==> config.mk <==
export PLATFORM = sky130hd
export DESIGN_NAME = sync_length_xor_deframer
export DESIGN_NICKNAME = d
export VERILOG_FILES = /design/src/sld_pkg.sv /design/src/sync_length_xor_deframer.sv /design/src/sld_apb_regs.sv /design/src/sld_parser.sv
export SDC_FILE = /design/constraint.sdc
export NUM_CORES = 1
export LEC_CHECK = 0
export BUFFER_PORTS_ARGS = -buffer_cell sky130_fd_sc_hd__buf_2
export CAP_MARGIN = 20
export CORE_ASPECT_RATIO = 1.4
export CORE_UTILIZATION = 49
export DETAILED_ROUTE_END_ITERATION = 10
export PLACE_DENSITY = 0.76
export SYNTH_ARGS = -nofsm -noshare
export SYNTH_HDL_FRONTEND = slang
export SYNTH_SLANG_ARGS = --single-unit
==> constraint.sdc <==
create_clock -name clk_i -period 3.15 [get_ports clk_i]
set_clock_uncertainty 0.2 [all_clocks]
set_input_delay 0.1575 -clock clk_i [delete_from_list [all_inputs] [get_ports clk_i]]
set_output_delay 0.1575 -clock clk_i [all_outputs]
set_load 0.05 [all_outputs]
==> src/sld_pkg.sv <==
// Shared types, constants and functions of the sync/length/XOR deframer.
// Used by sld_apb_regs, sld_parser and sync_length_xor_deframer.
package sld_pkg;

  localparam logic [7:0]  SyncReset      = 8'hA5;
  localparam logic [8:0]  MaxLenReset    = 9'd256;
  localparam logic [15:0] MaxFrame       = 16'd256;
  localparam logic [15:0] HeaderTrailer  = 16'd5;
  localparam logic [15:0] BodyLimitTotal = 16'd260;

  localparam logic [7:0] CmdHandshake = 8'h02;
  localparam logic [7:0] CmdWrite     = 8'h27;
  localparam logic [7:0] CmdSend      = 8'h28;
  localparam logic [7:0] CmdRead      = 8'h29;
  localparam logic [7:0] CmdReceive   = 8'h2A;

  localparam int unsigned TdataOutW = 40;

  typedef enum logic [0:0] {
    RegSyncValue = 1'b0,
    RegMaxLen    = 1'b1
  } reg_idx_e;

  typedef enum logic [1:0] {
    StatusOk       = 2'd0,
    StatusBadSync  = 2'd1,
    StatusBadLen   = 2'd2,
    StatusBadCheck = 2'd3
  } status_e;

  typedef enum logic [2:0] {
    ClassHandshake = 3'd0,
    ClassWrite     = 3'd1,
    ClassSend      = 3'd2,
    ClassRead      = 3'd3,
    ClassReceive   = 3'd4,
    ClassUnknown   = 3'd5
  } class_e;

  typedef enum logic [2:0] {
    PhIdle  = 3'd0,
    PhCmd   = 3'd1,
    PhLenHi = 3'd2,
    PhLenLo = 3'd3,
    PhBody  = 3'd4,
    PhCheck = 3'd5
  } phase_e;

  typedef struct packed {
    logic [7:0] sync_value;
    logic [8:0] max_frame_length;
  } cfg_t;

  typedef struct packed {
    logic       body_valid;
    logic [7:0] body_byte;
    logic [7:0] body_index;
    logic       frame_done;
    status_e    frame_status;
    logic [7:0] command;
    class_e     command_class;
    logic [7:0] body_length;
  } result_t;

  function automatic class_e class_of(logic [7:0] cmd);
    class_e cls;
    case (cmd)
      CmdHandshake: cls = ClassHandshake;
      CmdWrite:     cls = ClassWrite;
      CmdSend:      cls = ClassSend;
      CmdRead:      cls = ClassRead;
      CmdReceive:   cls = ClassReceive;
      default:      cls = ClassUnknown;
    endcase
    return cls;
  endfunction

endpackage

==> src/sync_length_xor_deframer.sv <==
// Top level of the sync/length/XOR deframer: input register, parser, result register.
// Depends on sld_pkg, sld_apb_regs and sld_parser.
//
// The slave stream carries one received byte per beat. The master stream returns one
// result beat for every input beat: tuser flags a body byte, tlast marks the beat that
// ends a frame or reports an error, and tdata carries the byte, its body index, the
// status, the command, its class and the body length.
// A byte is registered in the input register on acceptance and its result is registered
// in the result register when the byte advances, which waits while a held result is not
// taken. One byte per cycle is sustained as long as the master side takes results; the
// parser state updates once per byte.
// When the master stalls, the result register holds and one further byte waits in the
// input register; tready falls only when both are full and the master is not ready.
// Reset clears the frame state to waiting for sync, empties both registers and sets the
// sync value to 0xA5 and the maximum frame length to 256. The APB port writes the two
// registers at byte addresses 0 and 4; writes are meant for idle periods only.
module sync_length_xor_deframer (
  input  logic        clk_i,
  input  logic        rst_ni,
  input  logic        psel,
  input  logic        penable,
  input  logic        pwrite,
  input  logic [2:0]  paddr,
  input  logic [31:0] pwdata,
  output logic [31:0] prdata,
  output logic        pready,
  input  logic        s_axis_tvalid,
  output logic        s_axis_tready,
  input  logic [7:0]  s_axis_tdata,   // [7:0] in_byte
  output logic        m_axis_tvalid,
  input  logic        m_axis_tready,
  output logic [sld_pkg::TdataOutW-1:0] m_axis_tdata, // [7:0] body_byte, [15:8] body_index,
                                      // [17:16] frame_status, [25:18] command,
                                      // [28:26] command_class, [36:29] body_length
  output logic        m_axis_tuser,   // [0] body_valid
  output logic        m_axis_tlast    // frame_done
);

  sld_pkg::cfg_t    cfg;
  sld_pkg::result_t result;
  sld_pkg::result_t out_q;
  logic             in_valid_q, in_valid_d;
  logic [7:0]       in_byte_q;
  logic             out_valid_q, out_valid_d;
  logic             advance;
  logic             in_take;

  sld_apb_regs u_regs (
    .clk_i   (clk_i),
    .rst_ni  (rst_ni),
    .psel    (psel),
    .penable (penable),
    .pwrite  (pwrite),
    .paddr   (paddr),
    .pwdata  (pwdata),
    .prdata  (prdata),
    .pready  (pready),
    .cfg_o   (cfg)
  );

  sld_parser u_parser (
    .clk_i    (clk_i),
    .rst_ni   (rst_ni),
    .step_i   (advance),
    .byte_i   (in_byte_q),
    .cfg_i    (cfg),
    .result_o (result)
  );

  assign advance       = in_valid_q & (~out_valid_q | m_axis_tready);
  assign s_axis_tready = ~in_valid_q | advance;
  assign in_take       = s_axis_tvalid & s_axis_tready;
  assign in_valid_d    = in_take | (in_valid_q & ~advance);
  assign out_valid_d   = advance | (out_valid_q & ~m_axis_tready);

  always_ff @(posedge clk_i or negedge rst_ni) begin
    if (!rst_ni) begin
      in_valid_q  <= 1'b0;
      out_valid_q <= 1'b0;
    end else begin
      in_valid_q  <= in_valid_d;
      out_valid_q <= out_valid_d;
    end
  end

  always_ff @(posedge clk_i) begin
    if (in_take) begin
      in_byte_q <= s_axis_tdata;
    end
    if (advance) begin
      out_q <= result;
    end
  end

  assign m_axis_tvalid = out_valid_q;
  assign m_axis_tuser  = out_q.body_valid;
  assign m_axis_tlast  = out_q.frame_done;
  assign m_axis_tdata  = {3'd0, out_q.body_length, out_q.command_class, out_q.command,
                          out_q.frame_status, out_q.body_index, out_q.body_byte};

endmodule

==> src/sld_apb_regs.sv <==
// APB configuration registers of the deframer: sync value and maximum frame length.
// Depends on sld_pkg.
module sld_apb_regs (
  input  logic             clk_i,
  input  logic             rst_ni,
  input  logic             psel,
  input  logic             penable,
  input  logic             pwrite,
  input  logic [2:0]       paddr,
  input  logic [31:0]      pwdata,
  output logic [31:0]      prdata,
  output logic             pready,
  output sld_pkg::cfg_t    cfg_o
);

  logic [7:0]        sync_value_q;
  logic [8:0]        max_len_q;
  logic              wr_en;
  sld_pkg::reg_idx_e idx;

  assign pready = 1'b1;
  assign wr_en  = psel & penable & pwrite;
  assign idx    = sld_pkg::reg_idx_e'(paddr[2]);

  always_ff @(posedge clk_i or negedge rst_ni) begin
    if (!rst_ni) begin
      sync_value_q <= sld_pkg::SyncReset;
      max_len_q    <= sld_pkg::MaxLenReset;
    end else if (wr_en) begin
      if (idx == sld_pkg::RegSyncValue) begin
        sync_value_q <= pwdata[7:0];
      end else begin
        max_len_q <= pwdata[8:0];
      end
    end
  end

  always_comb begin
    case (idx)
      sld_pkg::RegSyncValue: prdata = {24'd0, sync_value_q};
      sld_pkg::RegMaxLen:    prdata = {23'd0, max_len_q};
      default:               prdata = 32'd0;
    endcase
  end

  assign cfg_o.sync_value       = sync_value_q;
  assign cfg_o.max_frame_length = max_len_q;

endmodule

==> src/sld_parser.sv <==
// Frame parser state and the per-byte result logic of the deframer.
// Depends on sld_pkg.
module sld_parser (
  input  logic              clk_i,
  input  logic              rst_ni,
  input  logic              step_i,
  input  logic [7:0]        byte_i,
  input  sld_pkg::cfg_t     cfg_i,
  output sld_pkg::result_t  result_o
);

  sld_pkg::phase_e phase_q, phase_d;
  logic [7:0]  xor_q, xor_d;
  logic [7:0]  cmd_q, cmd_d;
  logic [7:0]  len_hi_q, len_hi_d;
  logic [8:0]  remain_q, remain_d;
  logic [7:0]  count_q, count_d;
  logic [15:0] total;
  logic        len_bad;
  logic [8:0]  remain_dec;

  assign total      = {len_hi_q, byte_i};
  assign len_bad    = (total < sld_pkg::HeaderTrailer)
                    || (total > {7'd0, cfg_i.max_frame_length})
                    || (total > sld_pkg::MaxFrame)
                    || (total > sld_pkg::BodyLimitTotal);
  assign remain_dec = (remain_q != 9'd0) ? remain_q - 9'd1 : remain_q;

  always_comb begin
    case (phase_q)
      sld_pkg::PhCmd:   phase_d = sld_pkg::PhLenHi;
      sld_pkg::PhLenHi: phase_d = sld_pkg::PhLenLo;
      sld_pkg::PhLenLo: begin
        if (len_bad) begin
          phase_d = sld_pkg::PhIdle;
        end else if (total == sld_pkg::HeaderTrailer) begin
          phase_d = sld_pkg::PhCheck;
        end else begin
          phase_d = sld_pkg::PhBody;
        end
      end
      sld_pkg::PhBody:  phase_d = (remain_dec == 9'd0) ? sld_pkg::PhCheck : sld_pkg::PhBody;
      sld_pkg::PhCheck: phase_d = sld_pkg::PhIdle;
      default:          phase_d = (byte_i == cfg_i.sync_value) ? sld_pkg::PhCmd
                                                               : sld_pkg::PhIdle;
    endcase
  end

  always_comb begin
    xor_d    = xor_q;
    cmd_d    = cmd_q;
    len_hi_d = len_hi_q;
    remain_d = remain_q;
    count_d  = count_q;
    result_o = '0;
    result_o.frame_status  = sld_pkg::StatusOk;
    result_o.command_class = sld_pkg::ClassHandshake;
    case (phase_q)
      sld_pkg::PhCmd: begin
        cmd_d = byte_i;
        xor_d = xor_q ^ byte_i;
      end
      sld_pkg::PhLenHi: begin
        len_hi_d = byte_i;
        xor_d    = xor_q ^ byte_i;
      end
      sld_pkg::PhLenLo: begin
        xor_d = xor_q ^ byte_i;
        if (len_bad) begin
          result_o.frame_done    = 1'b1;
          result_o.frame_status  = sld_pkg::StatusBadLen;
          result_o.command       = cmd_q;
          result_o.command_class = sld_pkg::class_of(cmd_q);
        end else begin
          remain_d = 9'(total - sld_pkg::HeaderTrailer);
          count_d  = 8'd0;
        end
      end
      sld_pkg::PhBody: begin
        result_o.body_valid = 1'b1;
        result_o.body_byte  = byte_i;
        result_o.body_index = count_q;
        xor_d    = xor_q ^ byte_i;
        count_d  = count_q + 8'd1;
        remain_d = remain_dec;
      end
      sld_pkg::PhCheck: begin
        result_o.frame_done    = 1'b1;
        result_o.frame_status  = (byte_i == xor_q) ? sld_pkg::StatusOk
                                                   : sld_pkg::StatusBadCheck;
        result_o.command       = cmd_q;
        result_o.command_class = sld_pkg::class_of(cmd_q);
        result_o.body_length   = count_q;
      end
      default: begin
        if (byte_i == cfg_i.sync_value) begin
          xor_d    = byte_i;
          cmd_d    = 8'd0;
          len_hi_d = 8'd0;
          remain_d = 9'd0;
          count_d  = 8'd0;
        end else begin
          result_o.frame_done    = 1'b1;
          result_o.frame_status  = sld_pkg::StatusBadSync;
          result_o.command_class = sld_pkg::ClassUnknown;
        end
      end
    endcase
  end

  always_ff @(posedge clk_i or negedge rst_ni) begin
    if (!rst_ni) begin
      phase_q  <= sld_pkg::PhIdle;
      xor_q    <= 8'd0;
      cmd_q    <= 8'd0;
      len_hi_q <= 8'd0;
      remain_q <= 9'd0;
      count_q  <= 8'd0;
    end else if (step_i) begin
      phase_q  <= phase_d;
      xor_q    <= xor_d;
      cmd_q    <= cmd_d;
      len_hi_q <= len_hi_d;
      remain_q <= remain_d;
      count_q  <= count_d;
    end
  end

endmodule
# After elaboration in Yosys (flattened, before gate mapping)
# Cells that the tools add are included.
dict set report totals {
  regBits 110
  latchBits 0
  mem_bits_rw 0
  romBits 0
  memories 0
}
dict set report classes {
  add_sub_neg 3
  mul 0
  div_mod_pow 0
  order_cmp 4
  eq_ne 14
  n_shift 0
  muxes 25
  n_bitwise 20
  n_reduce_logical 20
}
# op n
set op_table {}
lappend op_table {{one-hot mux 32 bit (2 select lines)} 1}
lappend op_table {{one-hot mux 8 bit (2 select lines)} 4}
lappend op_table {{equality test 8 x 6 -> 1 bit, second input constant} 4}
lappend op_table {{greater-than comparator 16 x 9 -> 1 bit, second input constant} 2}
lappend op_table {{one-hot mux 3 bit (5 select lines)} 2}
lappend op_table {{2-to-1 mux 9 bit} 3}
lappend op_table {{one-hot mux 9 bit (3 select lines)} 1}
lappend op_table {{2-to-1 mux 8 bit} 3}
lappend op_table {{one-hot mux 8 bit (3 select lines)} 1}
lappend op_table {{one-hot mux 3 bit (3 select lines)} 2}
lappend op_table {{2-to-1 mux 17 bit} 1}
lappend op_table {{equality test 16 x 3 -> 1 bit, second input constant} 1}
lappend op_table {{equality test 8 bit} 2}
lappend op_table {{greater-than comparator 16 x 9 -> 1 bit} 1}
lappend op_table {{less-than comparator 16 x 3 -> 1 bit, second input constant} 1}
lappend op_table {{2-to-1 mux 14 bit} 1}
lappend op_table {{OR reduction 4 bit} 3}
lappend op_table {{zero test 9 bit} 1}
lappend op_table {{inverter 1 bit} 9}
lappend op_table {{AND reduction 3 bit} 3}
lappend op_table {{nonzero test 9 bit} 1}
lappend op_table {{subtractor 9 x 1 -> 9 bit, second input constant} 1}
lappend op_table {{subtractor 9 x 3 -> 9 bit, second input constant} 1}
lappend op_table {{adder 8 x 1 -> 8 bit, second input constant} 1}
lappend op_table {{other kinds (17)} 36}

# Depth between registers and ports, before layout
# Gate-level depths: netlist (run 1).
dict set report depth {
  word_depth 6
  mapped_depth 10
  ltp_nobuf 8
}

# Modules after synthesis
# A second synthesis (run 1) with hierarchy kept.
dict set report hier_totals {
  cells_unflattened 520
  area_unflattened_um2 5860.6
}
# module instances cells_per_inst area_each_um2 seq_area_each_um2
set modules_own_cells {}
lappend modules_own_cells {sld_parser 1 389 3354.5 1101.1}
lappend modules_own_cells {sync_length_xor_deframer 1 59 1541.5 1461.4}
lappend modules_own_cells {sld_apb_regs 1 72 964.7 431.7}

# Least setup slack after synthesis (run 1)
# No wires, ideal clock.
dict set report synth_timing {
  kind {register to register}
  startpoint {register in_byte_q[0]}
  endpoint {register u_parser.remain_q[2]}
  setup_time_ps 122
  arrival_ps 2668
  required_ps 2828
  slack_ps 160
  path_stages_with_launch 11
  n_path_buf 2
  period_less_slack_ps 2990
  cell_sequence {edfxtp_1 clkbuf_1 inv_1 ha_1 nor2b_1 nor3_1 a211o_1 or4_4 or3_1 buf_2 a32o_1}
}
dict set report synth_between {
  elab_chain_len 6
  word_cells_on_any_way 14
}
# element line
set synth_rtl {}
lappend synth_rtl {{from (decl)} sync_length_xor_deframer.sv:43} ;# logic [7:0] in_byte_q;
lappend synth_rtl {{from (signal assigned)} sync_length_xor_deframer.sv:88} ;# in_byte_q <= s_axis_tdata;
lappend synth_rtl {{less-than comparator 16 x 3 -> 1 bit / greater-than comparator 16 x 9 -> 1 bit (equally long branches)} {sld_parser.sv:23, sld_parser.sv:24}}
lappend synth_rtl {{logical OR 1 bit} sld_parser.sv:24} ;# || (total > {7'd0, cfg_i.max_frame_length})
lappend synth_rtl {{logical OR 1 bit} sld_parser.sv:25} ;# || (total > sld_pkg::MaxFrame)
lappend synth_rtl {{logical OR 1 bit} sld_parser.sv:26} ;# || (total > sld_pkg::BodyLimitTotal);
lappend synth_rtl {{inequality test 2 bit (no line)} -}
lappend synth_rtl {{AND reduction 4 bit (no line)} -}
lappend synth_rtl {{to (signal assigned)} sld_parser.sv:124} ;# remain_q <= remain_d;
lappend synth_rtl {{to (decl)} sld_parser.sv:16} ;# logic [8:0] remain_q, remain_d;
# Several ways; a longest one is shown, not always the timed one. The select of a mux whose other input is x is not followed.
# A chain may end at the register's enable or synchronous reset.

# Worst setup path after layout (run 1)
dict set report layout_timing {
  startpoint {register in_byte_q[4]}
  endpoint {register u_parser.remain_q[2]}
}
dict set report layout_between {
  elab_chain_len 6
  word_cells_on_any_way 11
}
# element line
set layout_rtl {}
lappend layout_rtl {{less-than comparator 16 x 3 -> 1 bit / greater-than comparator 16 x 9 -> 1 bit (equally long branches)} {sld_parser.sv:23, sld_parser.sv:24}}
lappend layout_rtl {{logical OR 1 bit} sld_parser.sv:24}
lappend layout_rtl {{logical OR 1 bit} sld_parser.sv:25}
lappend layout_rtl {{logical OR 1 bit} sld_parser.sv:26}
lappend layout_rtl {{inequality test 2 bit (no line)} -}
lappend layout_rtl {{AND reduction 4 bit (no line) (*)} -}
# Mark *: on every way between the ends. The rest lies on a longest branch, timed or not.

==> impl_metrics.ini, run 1 <==
[run_status]
status = finished, violations left
failed_checks = negative hold slack

[floorplanning]
row_count = 46
die_w_um = 93.1
boundaryPins = 127
die_y_um = 129
initial_core_util = 0.502
core_sq_um = 11300
die-area_sq_um = 12000

[yosys]
synth_edf_count = 47
ys_async_sr_fraction = 0.573
synth_seq_area_share = 0.526
syn_area_sq_um = 5690
netlist_instances = 524
yosysTopAreaCell = dfrtp_1
ys_ff_latch = 110
synth_cell_types = 57
ys.flop_type = dfrtp_1
synth.area.top_cells = dfrtp_1 (26%), edfxtp_1 (25%), mux2_2 (4.9%)
synth_top_area_frac = 0.255
yosys_warnings = 0
syn_avg_cell_area_sq_um = 10.9

[cells_and_area]
final_cell_mix = buf_2 (74), dfrtp_1 (58), edfxtp_1 (47)
largest_register_ffs = 37
fin_nets = 688
antenna_cells = 0
mostFrequentLayoutCell = buf_2
fin_area_sq_um = 6700
syn_to_final_growth_pct = 17.9
drive_gt1_frac = 0.229

[cts]
cts_root_buf = clkbuf_16
clkLatencyLatePin_ns = 0.35
cts.sinks = 110
clockBufferDepth = 2
cts_resized = 0
cts.clk_slew.worst_paths_ns = 0.07
post_cts_buffers = 0
cts-buffers-inserted = 9
cts_tree = done
htreeDepth = 3

[sta]
finalSetupViolCount = 0
fin_crit_sh = 0.950
fmax_ghz = 0.334
min_period_ns = 2.99
holdWs_ns = -0.00316
hold_viol_final = 2
finalMaxSlewViolations = 0
worst_pin_slew_ns = 0.895
slew_headroom = 0.398
tns_ns = 0
rsz0062_at_grt = false

[placement]
dp_hpwl_mm = 8.46
numPortBuffers = 74
dpl-instance-area_sq_um = 6170
place_congestion = 0.825

[global_routing]
grt_pass1_vias = 4211
grt_util_all_layers = 0.209
grt-ovfl-total = 0
grt_pass1_wl_mm = 19.8
antenna_found_initial = 0
grt_max_degree = 51

[detailed_routing]
drtAntennaViolNets = 0
drt-initial-drc-count = 384
route.detailed.drc = 0
wl_mm = 11.9
dr_total_vias = 4289
post_drt_via_cell_ratio = 5.55
avgRoutedWirePerCell_um = 15.4
first_pass_iters = 5

[power]
max-vdd-ir-drop_uv = 467
p_leak_nw = 2.96
cellPowerDensity_nw_per_um2 = 709

[min_path]
hold_class = input port to async pin

[worst_setup_path]
cp.required_ns = 3.18
cp_max_fo = 7
cp.arrival_ns = 3.02
slowest_delay_ns = 0.60
crit_type = flip-flop to flip-flop
cp-start-kind = flip-flop
path_cells = ha_1, nand4_1, nor2_1, a21boi_0, or4_4, or3_1, a32o_1
cpMaxStageDelayCell = or4_4
endpoint_kind = flip-flop

[run]
max_cap_viol_count = 0
[where the power goes]
group	internal (mW)	switching (mW)
registers	1.83	0.249
clock network	0.618	0.513
logic	0.550	0.992
[routing by layer]
layer | up-vias | GRT usage | part of all wire
met1 | 2065 | 0.247 | 0.40
met2 | 158 | 0.368 | 0.52
met3 | 34 | 0.0387 | 0.047
met5 | - | 0 | 0
met4 | 0 | 0.0977 | 0.030
li1 | 2032 | - | -
[stage by stage]
step,instances,worst slack [ns],hold WS [ns],power [mW],utilization
after floorplan,549,0.160,-0.338,3.27,-
after global placement,734,0.249,0.141,3.53,0.544
after global routing,773,0.0131,0.0181,5.03,0.591
after CTS,771,0.167,0.304,4.75,0.589
final,773,0.157,-0.00316,4.75,0.591
after detailed placement,734,0.199,0.138,3.60,0.544
[critical path: cells and delay by family (launching register included)]
family,cells,cell delay (ns)
DFF,1,0.53
adders and majority gates,1,0.35
and+or+nand+nor,4,1.39
AOI/OAI and AO/OA,2,0.40
[final timing paths]
check                           slack, ns                     end  cells after the start                start
max in group asynchronous            2.00  u_regs.sync_value_q[0]                      4               rst_ni
worst max-delay path                 0.16    u_parser.remain_q[2]                      7         in_byte_q[4]
min in group clk_i                   0.30     u_parser.count_q[7]                      1  u_parser.count_q[7]
worst min-delay path               -0.003     u_parser.count_q[6]                      2               rst_ni
worst max register to register       0.16    u_parser.remain_q[2]                      7         in_byte_q[4]
worst min register to register       0.30     u_parser.count_q[7]                      1  u_parser.count_q[7]
[kinds of logic (layout without fill, tap and decap cells)]
kind of cell	after synthesis	in the layout	synth area share
buffers and inverters	78	158	0.0710
AO/OA/AOI/OAI	115	115	0.131
multiplexers	31	31	0.0605
flip-flops	110	110	0.526
AND/OR/NAND/NOR	150	150	0.142
adder cells (fa/ha/maj)	14	14	0.0308
XOR/XNOR	24	24	0.0370
other	2	27	0.00132
[cells in the mapped netlist, types with 3 or more instances]
master / n
dfrtp_1: 58
edfxtp_1: 47
a21oi_1: 34
buf_4: 28
o21ai_0: 27
inv_1: 25
mux2_2: 25
nor2_1: 25
nand2_1: 23
nand3_1: 22
xnor2_1: 20
and3_1: 18
clkbuf_1: 18
ha_1: 14
and2_1: 12
nor2b_1: 12
nor3_1: 11
a22o_1: 8
nand4_1: 7
o22ai_1: 7
a32o_1: 6
a21o_1: 5
dfstp_2: 5
nand2b_1: 5
nor4_1: 5
o21a_1: 5
buf_2: 4
mux2i_1: 4
xor2_1: 4
a211oi_1: 3
o21bai_1: 3
o32ai_1: 3
or3_1: 3
[cell type report]
type	count	area, sq um
Clock buffer	9	225
Clock inverter	7	72.6
Fill cell	929	4630
Inverter	26	97.6
Multi-Input combinational cell	361	2380
Sequential cell	110	2990
Tap cell	144	180
Timing Repair Buffer	116	751
[what timing repair did]
action,4_1_cts,5_1_grt
endpoints found under the hold margin,70,0
hold buffers,21,0
endpoints found under the setup margin,0,0
Note: power is estimated with default switching activity, not from simulation.
==> run 2: changes to the inputs <==
Settings changed: ABC_AREA set to 1, CORE_UTILIZATION 49 to 50, PLACE_DENSITY 0.76 to 0.77.
==> run 2 against run 1 <==
Net effect:
- area after synthesis grew 5.7%
- final cell count increased by 25%
- sequential power about the same
- utilization shrank 0.35 points
- the run now ends clean
- first-iteration DRC count down 36%
- total power increased by 22%
- via count rose by 13%
- final area up 3.1%
==> impl_metrics.ini, run 2 <==
[worst_setup_path]
r2r-start = in_byte_q[7]
reg2reg_to = u_parser.count_q[1]
cp.arrival_ns = 2.67
worstRegToRegCells = 12
endpoint_kind = flip-flop
regToRegSetupSlack_ns = 0.53
crit_type = flip-flop to flip-flop
cp.required_ns = 3.19
cp_max_fo = 19
cp-start-kind = flip-flop

[cells_and_area]
fin_nets = 876
antenna_cells = 0
finalCoreUtilization = 0.588
syn_to_final_growth_pct = 15.0
final_cells = 964
drive_gt1_frac = 0.160
mostFrequentLayoutCell = nand2_1
largest_register_ffs = 37
final_cell_mix = nand2_1 (169), nor2_1 (89), inv_1 (85)

[yosys]
syn_area_sq_um = 6010
netlist_instances = 722
syn_avg_cell_area_sq_um = 8.33
ys.flop_type = dfrtp_1
synth.area.top_cells = dfrtp_1 (24%), edfxtp_1 (23%), nand2_1 (11%)
synth_seq_area_share = 0.498
synth_common_cells = nand2_1 (169), nor2_1 (89), inv_1 (85)
synth_cell_types = 41
ys_ff_latch = 110
ys_async_sr_fraction = 0.573
synth_top_area_frac = 0.241
synth_most_common_cell = nand2_1
yosys_warnings = 0
yosysTopAreaCell = dfrtp_1
synth_edf_count = 47

[placement]
numPortBuffers = 74
post-place-cells = 927
place_congestion = 0.864
dp_hpwl_mm = 8.62

[power]
seqPwrFrac = 0.357
p_sw_mw = 2.53
max-vdd-ir-drop_uv = 355
p_leak_nw = 3.34
cellPowerDensity_nw_per_um2 = 841
intPower_mw = 3.28
p_clk_frac = 0.219
combPwrFrac = 0.424
swShare = 0.436
finalPower_mw = 5.81

[sta]
tns_ns = 0
holdWs_ns = 0.290
fmax_ghz = 0.381
worst_pin_slew_ns = 0.818
hold_viol_final = 0
fin_crit_sh = 0.833
rsz0062_at_grt = false
finalMaxSlewViolations = 0
finalSetupViolCount = 0
slew_headroom = 0.455
min_period_ns = 2.62

[global_routing]
grt_use_met2 = 0.361
grt_pass1_wl_mm = 20.8
grt_util_all_layers = 0.212
gr-usage-met3 = 0.0352
grt-ovfl-total = 0
grt_max_degree = 64
grtUsageMet1 = 0.256
grt_pass1_vias = 4531
antenna_found_initial = 0
grt.busiest_layer = met2

[min_path]
hold_class = flip-flop to flip-flop
hold_path.startpoint = u_regs.max_len_q[1]
worst_hold_path.num_cells = 2
min_to = u_regs.max_len_q[1]

[cts]
cts_resized = 0
cts.clk_slew.worst_paths_ns = 0.07
cts-buffers-inserted = 9
cts_tree = done
cts.sinks = 110
clockBufferDepth = 2
clkLatencyLatePin_ns = 0.36
post_cts_buffers = 0
htreeDepth = 3
cts_root_buf = clkbuf_16

[floorplanning]
core_sq_um = 11800
boundaryPins = 127
die_w_um = 94.7
die_y_um = 132
initial_core_util = 0.511
die-area_sq_um = 12500
row_count = 47

[detailed_routing]
avgRoutedWirePerCell_um = 12.8
first_pass_iters = 4
drt-initial-drc-count = 247
dr_total_vias = 4851
route.detailed.drc = 0
post_drt_via_cell_ratio = 5.03
wl_mm = 12.4
drtAntennaViolNets = 0

[run_status]
status = complete, no violations

[run]
max_cap_viol_count = 0
-- run 2: layout make-up --
| type | instances | area, sq um |
|---|---|---|
| inverters | 96 | 363 |
| fillers | 1064 | 4850 |
| well taps | 147 | 184 |
| flip-flops and latches | 110 | 2990 |
| clock inverters | 7 | 114 |
| multi-input cells | 494 | 2410 |
| clock buffers | 9 | 225 |
| repair buffers | 101 | 626 |
-- run 2: worst max path at each step --
stage                                 endpoint  slack [ns]  cells after the start     startpoint
after global placement    u_parser.remain_q[0]        0.59                     15   in_byte_q[1]
final                      u_parser.count_q[1]        0.53                     12   in_byte_q[7]
after detailed placement  u_parser.remain_q[8]        0.60                     14   in_byte_q[1]
after floorplan              u_parser.cmd_q[0]        0.10                      6  m_axis_tvalid
after global routing       u_parser.count_q[1]        0.33                     14   in_byte_q[1]
after CTS                  u_parser.count_q[1]        0.57                     14   in_byte_q[1]
-- run 2: power groups by stage --
stage	Clock (mW)	Sequential, mW	Combinational, mW
floorplan	0	2.26	1.81
global placement	0	2.09	2.36
detailed placement	0	2.10	2.41
CTS	1.28	2.07	2.45
global route	1.34	2.12	2.78
finish	1.27	2.08	2.46
-- run 2: worst max-delay path: stages (launching register included) --
cell and delay [ns]:
edfxtp_1 0.59, ha_1 0.39, nand2_1 0.07, nor2_1 0.22
nand3_1 0.11, nand2_1 0.07, nand3_1 0.08, nor2_2 0.17
nor2_2 0.07, inv_4 0.18, nand2_4 0.18, nand2_2 0.11
nand2_1 0.06
-- run 2: per-stage QoR --
stage | worst slack (ns) | cell area (sq um)
floorplan | 0.103 | 6110
global placement | 0.593 | 6360
detailed placement | 0.603 | 6360
CTS | 0.569 | 6910
global route | 0.328 | 6910
finish | 0.527 | 6910
-- run 2: cell families after synthesis --
logic type / Yosys count / synth area share
and+or+nand+nor: 348 / 0.249
buffers and inverters: 143 / 0.117
DFF: 110 / 0.498
AOI/OAI and AO/OA: 88 / 0.0805
xor gates and xnor gates: 17 / 0.0248
adders and majority gates: 14 / 0.0291
other: 2 / 0.00125
-- run 2: repair_timing --
action	in CTS	in global routing
hold buffers	21	0
setup endpoints to repair	0	0
endpoints found under the hold margin	85	0
-- run 2: routing by layer --
layer / share of wire / wire length [um]
met5: 0 / 0
met4: 0.027 / 331
met3: 0.037 / 457
met2: 0.52 / 6440
met1: 0.42 / 5140
==> run 3: changes to the inputs <==
Settings changed: PLACE_DENSITY 0.77 to 0.74.
Clock period 3.15 ns to 2.55 ns, I/O delays scaled along.
==> run 3 against run 2 <==
Net effect:
- sequential power rose by 23%
- clock-buffer cell count did not move
- fmax grew 9.9%
- final area increased by 2.8%
- critical endpoint is now m_axis_tdata[26]
- highest routed layer unchanged
- utilization rose by 1.7 points
- wire length rose by 5.9%
- final cell count up 2.2%
- sequential cell count did not move
==> impl_metrics.ini, run 3 (synthesized netlist as in run 2, its figures left out) <==
[run_status]
status = complete, no violations

[placement]
dp_hpwl_mm = 9.51
place_congestion = 0.927
numPortBuffers = 74

[sta]
tns_ns = 0
slew_headroom = 0.499
hold_viol_final = 0
fin_crit_sh = 0.936
holdWs_ns = 0.171
finalSetupViolCount = 0
fmax_ghz = 0.419
finalMaxSlewViolations = 0
min_period_ns = 2.39
worst_pin_slew_ns = 0.752

[min_path]
hold_class = input port to async pin

[floorplanning]
row_count = 47
die_w_um = 94.7
boundaryPins = 127
initial_core_util = 0.511
die_y_um = 132
die-area_sq_um = 12500
core_sq_um = 11800

[cells_and_area]
largest_register_ffs = 37
syn_to_final_growth_pct = 18.2
drive_gt1_frac = 0.190
fin_nets = 897
final_cell_mix = nand2_1 (168), nor2_1 (88), inv_1 (83)
mostFrequentLayoutCell = nand2_1
antenna_cells = 0

[power]
p_clk_frac = 0.211
intPower_mw = 4.11
p_leak_nw = 3.44
max-vdd-ir-drop_uv = 425
combPwrFrac = 0.437
swShare = 0.434
seqPwrFrac = 0.351
p_sw_mw = 3.16
cellPowerDensity_nw_per_um2 = 1020

[detailed_routing]
first_pass_iters = 5
wl_mm = 13.1
drtAntennaViolNets = 0
dr_total_vias = 4994
post_drt_via_cell_ratio = 5.07
route.detailed.drc = 0
drt-initial-drc-count = 270
avgRoutedWirePerCell_um = 13.3

[global_routing]
grt_use_met2 = 0.396
grt_pass1_vias = 4881
grtUsageMet1 = 0.251
grt_util_all_layers = 0.220
gr-usage-met3 = 0.0352
antenna_found_initial = 0
grt_pass1_wl_mm = 21.7
grt_max_degree = 40
grt-ovfl-total = 0
grt.busiest_layer = met2

[worst_setup_path]
crit_type = flip-flop to flip-flop
endpoint_kind = flip-flop
path_cells = buf_4, nor2_2, nand2_1, nor2_1, nor2_1, nor2_1, nand3_1, nor2_4, nor2_4, nor2_1, buf_4, a21oi_1
cp_num_buf_inv = 2
slowest_delay_ns = 0.50
cpMaxStageDelayCell = edfxtp_1
cp.arrival_ns = 2.29
crit_cells = 12
cp.required_ns = 2.45
crit_family = simple AND/OR/NAND/NOR gates
cpMostUsedCell = nor2_1
cp_max_fo = 12
worstRegToRegCells = 12
cp-start-kind = flip-flop

[cts]
cts-buffers-inserted = 9
clkLatencyLatePin_ns = 0.35
cts.sinks = 110
clockBufferDepth = 2
cts_root_buf = clkbuf_16
cts_tree = done
cts.clk_slew.worst_paths_ns = 0.08
htreeDepth = 3

[run]
max_cap_viol_count = 0
[run 3: cell type report]
type                       instances  area (sq um)
fill                            1035          4650
sequential                       110          3000
multi-input combinational        494          2430
timing repair buffer             122           808
inverter                          96           367
clock buffer                       9           225
tap                              147           184
clock inverter                     7           100
[run 3: worst reg2reg max path: cells and delay by family, from the launching register on]
family | cells | cell delay (ns)
AND/OR/NAND/NOR | 9 | 1.00
flip-flops | 1 | 0.50
buffers and inverters | 2 | 0.37
AO/OA/AOI/OAI | 1 | 0.09
[run 3: repair_timing]
| action | in CTS | in global routing |
|---|---|---|
| resized for setup | 0 | 6 |
| buffers inserted | 0 | 5 |
| endpoints found under the setup margin | 0 | 29 |
| hold buffers | 21 | 0 |
| hold endpoints to repair | 53 | 0 |
[run 3: path summary, 6_finish.rpt]
kind,startpoint,end,slack (ns)
max,in_byte_q[5],m_axis_tdata[26],0.16
min,rst_ni,u_regs.sync_value_q[1],0.17
max reg2reg,in_byte_q[5],m_axis_tdata[26],0.16
min reg2reg,u_regs.max_len_q[1],u_regs.max_len_q[1],0.30
max in group asynchronous,rst_ni,u_regs.sync_value_q[7],1.28
min in group clk_i,s_axis_tdata[5],in_byte_q[5],0.28
[run 3: power by group through the flow]
stage | logic [mW] | registers (mW) | clock network [mW]
global placement | 3.00 | 2.56 | 0
floorplan | 2.23 | 2.80 | 0
CTS | 3.13 | 2.55 | 1.56
detailed placement | 3.08 | 2.58 | 0
finish | 3.18 | 2.56 | 1.54
global route | 3.57 | 2.59 | 1.62
[run 3: metrics by stage]
step | worst slack (ns) | util | total power [mW] | cell area (sq um) | cells
after global placement | 0.203 | 0.554 | 5.56 | 6520 | 943
final | 0.164 | 0.604 | 7.27 | 7110 | 985
after detailed placement | 0.165 | 0.554 | 5.66 | 6520 | 943
after global routing | -0.0278 | 0.604 | 7.78 | 7110 | 985
after CTS | 0.165 | 0.600 | 7.24 | 7050 | 980
after floorplan | 0.0607 | - | 5.03 | 6110 | 747
[run 3: routing by layer]
metal / wire (um) / vias to the layer above
met5: 0 / -
met4: 344 / 0
met3: 497 / 22
met2: 6930 / 147
met1: 5340 / 2337
li1: - / 2488
